$ cat config.mk
export PLATFORM = sky130hd
export DESIGN_NAME = ifp_front
export DESIGN_NICKNAME = d
export VERILOG_FILES = /design/src/ifp_pkg.sv /design/src/ifp_front.sv
export SDC_FILE = /design/constraint.sdc
export NUM_CORES = 1
export LEC_CHECK = 0
export BUFFER_PORTS_ARGS = -buffer_cell sky130_fd_sc_hd__buf_2
export CORE_AREA = 2 2 111 156
export CTS_CLUSTER_DIAMETER = 60
export DETAILED_ROUTE_END_ITERATION = 7
export DIE_AREA = 0 0 113 158
export GPL_TIMING_DRIVEN = 0
export PLACE_DENSITY = 0.78
export SKIP_CTS_REPAIR_TIMING = 1
export SLEW_MARGIN = 30
export SYNTH_ARGS = -nofsm -noshare
export SYNTH_HDL_FRONTEND = slang
export SYNTH_SLANG_ARGS = --single-unit
$ cat constraint.sdc
create_clock -name clk -period 12 [get_ports clk]
set_input_delay 0.6 -clock clk [delete_from_list [all_inputs] [get_ports clk]]
set_output_delay 0.6 -clock clk [all_outputs]
set_load 0.01 [all_outputs]
$ cat src/ifp_pkg.sv
package ifp_pkg;

  localparam int MAX_FLOWS = 16;
  localparam int IDX_W = 4;
  localparam int CNT_W = 5;

  localparam logic [1:0] KIND_LOAD = 2'd0;
  localparam logic [1:0] KIND_EMIT = 2'd1;
  localparam logic [1:0] KIND_DONE = 2'd2;

  localparam logic [1:0] REG_WIN_BEGIN = 2'd0;
  localparam logic [1:0] REG_WIN_END   = 2'd1;
  localparam logic [1:0] REG_STEP      = 2'd2;

  localparam logic ACT_LOAD = 1'b0;
  localparam logic ACT_TICK = 1'b1;

  typedef struct packed {
    logic        action;
    logic [31:0] flow_start;
    logic [31:0] flow_stop;
    logic [15:0] flow_total;
    logic [31:0] tick_time;
  } cmd_t;

  typedef struct packed {
    logic [31:0] window_begin;
    logic [31:0] window_end;
    logic [15:0] step_length;
  } cfg_t;

  typedef enum logic [3:0] {
    ST_IDLE, ST_LOAD, ST_TICK, ST_NEXT, ST_RD, ST_CHK,
    ST_DIV1, ST_DIV2, ST_MUL, ST_CMP, ST_DONE
  } state_t;

endpackage

$ cat src/ifp_front.sv
module ifp_front import ifp_pkg::*; (
  input  logic clk,
  input  logic rst_n,
  input  logic start,
  input  cmd_t in_cmd,
  output logic busy,
  input  logic pop,
  output logic q_valid,
  output cmd_t q_cmd
);

  cmd_t       q_r [2];
  logic       wp_r, wp_nxt, rp_r, rp_nxt;
  logic [1:0] cnt_r, cnt_nxt;
  logic       push, do_pop;

  // two-beat queue toward the back part
  assign busy    = (cnt_r == 2'd2);
  assign q_valid = (cnt_r != 2'd0);
  assign q_cmd   = q_r[rp_r];
  assign push    = start && !busy;
  assign do_pop  = pop && q_valid;

  always_comb begin
    wp_nxt  = push   ? ~wp_r : wp_r;
    rp_nxt  = do_pop ? ~rp_r : rp_r;
    cnt_nxt = cnt_r + {1'b0, push} - {1'b0, do_pop};
  end

  always_ff @(posedge clk) begin
    if (!rst_n) begin
      wp_r  <= 1'b0;
      rp_r  <= 1'b0;
      cnt_r <= 2'd0;
    end else begin
      wp_r  <= wp_nxt;
      rp_r  <= rp_nxt;
      cnt_r <= cnt_nxt;
    end
  end

  // payload storage
  always_ff @(posedge clk) begin
    if (push) q_r[wp_r] <= in_cmd;
  end

endmodule

Word-level counts from Yosys, hierarchy flattened
Memories as Yosys holds them, arrays and structs flattened. A register that Yosys moved wholly into a read port is not among the register bits.
Cells that the tools add are included.
{ "totals": {"ff_bits": 4, "ramBits": 226, "inputBits": 117, "output_inout_bits": 115, "memories": 1} }
{ "memory_table": {"columns": ["name", "depth", "word_bits", "rd", "rd_clocked_by_memory_dff", "write_ports", "line_no", "source"], "rows": [
  ["q_r", 2, 113, 1, 1, 1, "ifp_front.sv:12", "cmd_t q_r [2];"]
]} }
{ "classes": {"n_addsub": 2, "eq_ne": 1, "muxes": 4, "n_bitwise": 2, "reduce_logical": 4} }
{ "ops": {"columns": ["operator", "count"], "rows": [
  ["two-way mux 1 bit", 4],
  ["adder 2 x 1 -> 2 bit", 1],
  ["equality test 2 bit (second input constant)", 1],
  ["logical AND 1 bit", 2],
  ["inverter 1 bit", 2],
  ["nonzero test 2 bit", 1],
  ["subtractor 2 x 1 -> 2 bit", 1],
  ["logical NOT 1 bit", 1]
]} }

Logic depth before layout (Yosys ltp)
{ "logic_depth": {"word_depth": 5, "depth_mapped": 8, "ltp_nobuf": 8} }

Worst setup path after synthesis
No wires, ideal clock.
{ "synth_path": {"path_kind": "input-to-reg", "from": "in start", "to": "mem q_r[0][0] (netlist name), enable pin", "arrival_time_ns": 5.393, "setup_slack_ns": 6.021, "path_stages": 2, "n_path_buf": 0, "path_cell_list": "nand2_1 > nor2_1"} }
{ "synth_between": {"elab_chain_len": 3} }
{ "synth_lines": {"columns": ["element", "line_no", "source"], "rows": [
  ["start: declaration", "ifp_front.sv:4", "input logic start,"],
  ["logical AND 1 bit", "ifp_front.sv:21", "assign push = start && !busy;"],
  ["two-way mux 1 bit", "ifp_front.sv:44", "if (push) q_r[wp_r] <= in_cmd;"],
  ["two-way mux 1 bit (not written as such)", "ifp_front.sv:44", null],
  ["end: declaration", "ifp_front.sv:12", null]
]} }
Every way passes these cells.

==> results_dict.tcl <==
set metrics [dict create \
    outcome "finished, violations left" \
    failed_checks "design-rule violations" \
    r2r_slack_ns 10.06 \
    ys_types 19 \
    ys_warn_count 0 \
    drv_slew 0 \
    drive_gt1_frac 0.6104 \
    die_h_microns 158 \
    critPathArrivalTime_ns 1.76 \
    hold_path_class "in2reg" \
    period_share 0.1965 \
    r2r-end "q_r[0][112]" \
    path_clk_slew_ns 0.06 \
    dr.pass1.iters 6 \
    synth_area_sq_um 8681 \
    viasPerCell 5.021 \
    grt_max_degree 50 \
    fmax_ghz 0.4240 \
    portBuffers 231 \
    synth_xor_area_frac 0.003027 \
    gp_congestion 0.7205 \
    clockRootBuffer "clkbuf_16" \
    synth_fa_ha_area_frac 0.002883 \
    place_ws_ns 9.904 \
    worst_slack_ns 9.641 \
    cts_tree "done" \
    whs_ns 0.2913 \
    ir_drop_uv 219.4 \
    synth_top_family_by_area "multiplexers" \
    fin_skew_ns 0.008209 \
    fp.dieW_microns 113 \
    synth_edf_count 226 \
    initial_core_util 0.5250 \
    synth_top_flop_cell "edfxtp_1" \
    avgSynthCellArea_sq_um 22.97 \
    final_util 0.6697 \
    cp-end-kind "output port" \
    cts_max_level 1 \
    async_flop_share 0 \
    wl_mm 15.82 \
    critical_path_class "reg2out" \
    tns_ns 0 \
    ant_nets 0 \
    relSlewSlack 0.7298 \
    p_leak_nw 4.347 \
    layout_common_cells "235 x buf_2, 226 x edfxtp_1, 70 x mux2_4, 43 x mux2_2, 23 x clkbuf_16" \
    r2r_start "cnt_r[0]" \
    avgRoutedWirePerCell_microns 18.38 \
    dieArea_sq_um 17850 \
    period_minus_slack_ns 2.359 \
    worstSetupStartpointType "flop" \
    tightest_slew_ns 0.4044 \
    power_density_nw_per_um2 213.3 \
    grt_pass1_wl_mm 23.60 \
    setup.worst_path.end "q_cmd[56]" \
    num_rows 56 \
    syn_to_final_growth_pct 27.57 \
    cts_made_buffers 22 \
    ys_seq_area_frac 0.7933 \
    synth-compound-area-share 0.0008648 \
    coreArea_sq_um 16540 \
    drv_cap 0 \
    cts_sinks 231 \
    rsz0062_at_grt "false" \
    antenna_found_initial 2 \
    syn_nets 497 \
    clockBufferDepth 3 \
    muxShareOfSynthArea 0.1780 \
    track_usage 0.1693 \
    clock_latency_ns 0.49 \
    synthSimpleGateAreaFrac 0.006198 \
    vias 4323 \
    final_common_cell "buf_2" \
    hpwl_mm 11.04 \
    grt_pass1_vias 4678 \
    final_hold_viol_count 0 \
    fill_cells 1110 \
    synthCells 378 \
    worstPathRequired_ns 11.40 \
    worstPathMaxFanout 10 \
    worstRegToRegCells 6 \
    drc 13 \
    overflow 0 \
    io_pins 232 \
    drt-initial-drc-count 256 \
    nNetsFinal 760 \
    finalSetupViolCount 0 \
    ys_ff_latch 231 \
]
-- where the power goes --
part | switching [mW] | internal (mW)
sequential | 0.0270 | 1.01
clock | 0.277 | 0.436
combinational | 0.296 | 0.315
-- critical path, stage by stage, from the launching register on --
cell and delay [ns]:
dfxtp_1 0.32, buf_6 0.12, buf_8 0.16, buf_6 0.20
mux2_4 0.33, buf_2 0.14
-- synth_stat cells (2+ instances only) --
library cell / instances / share of area
edfxtp_1: 226 / 0.78
mux2_4: 70 / 0.12
mux2_2: 43 / 0.056
buf_6: 8 / 0.010
dfxtp_1: 5 / 0.012
buf_2: 4 / 0.0023
nor2_1: 4 / 0.0017
inv_1: 3 / 0.0013
ha_1: 2 / 0.0029
nand2_1: 2 / 0.00087
nand2b_1: 2 / 0.0014
xnor2_1: 2 / 0.0020
-- worst min-delay path by stage --
stage	slack (ns)	cells after the start	from	end
floorplan	0.45	2	wp_r	wp_r
global placement	0.46	2	wp_r	wp_r
detailed placement	0.52	2	rp_r	flop
CTS	0.27	1	in_cmd[101]	q_r[0][101]
global route	0.27	1	in_cmd[96]	q_r[0][96]
finish	0.29	1	in_cmd[86]	q_r[1][86]
-- state kept, by name (all words and copies together), names as in the netlist, named ones only --
register  flops
q_r         226
wp_r          1
rp_r          1
cnt_r         2
-- metal layers --
metal / vias up / global-route usage / share of wire
met5: - / 0 / 0
met3: 36 / 0.04403 / 0.067
met1: 2105 / 0.1841 / 0.36
met2: 158 / 0.3119 / 0.54
met4: 0 / 0.07027 / 0.031
li1: 2024 / - / -
-- per-stage QoR --
stage          power, mW  cells  area (sq um)
6_report           2.362    861         11070
5_1_grt            2.458    861         11070
3_5_place_dp       1.674    820         10310
3_3_place_gp       1.647    812         10090
4_1_cts            2.392    860         11070
2_1_floorplan      1.450    378          8681
-- cells by family after synthesis --
logic type                 after synthesis
DFF                                    231
muxes                                  114
buffers and inverters                   16
and+or+nand+nor                         11
xor gates and xnor gates                 3
adders and majority gates                2
AOI/OAI and AO/OA                        1
-- layout make-up --
type / instances / area (sq um) / area share
Sequential cell: 231 / 6887 / 0.6218
Multi-Input combinational cell: 131 / 1670 / 0.1508
Timing Repair Buffer: 239 / 1364 / 0.1231
Clock buffer: 32 / 639.4 / 0.05773
Tap cell: 203 / 254.0 / 0.02294
Buffer: 13 / 125.1 / 0.01130
Clock inverter: 8 / 121.4 / 0.01096
Inverter: 3 / 11.26 / 0.001017
Antenna cell: 1 / 2.502 / 0.0002260
(Power assumes the default switching activity.)
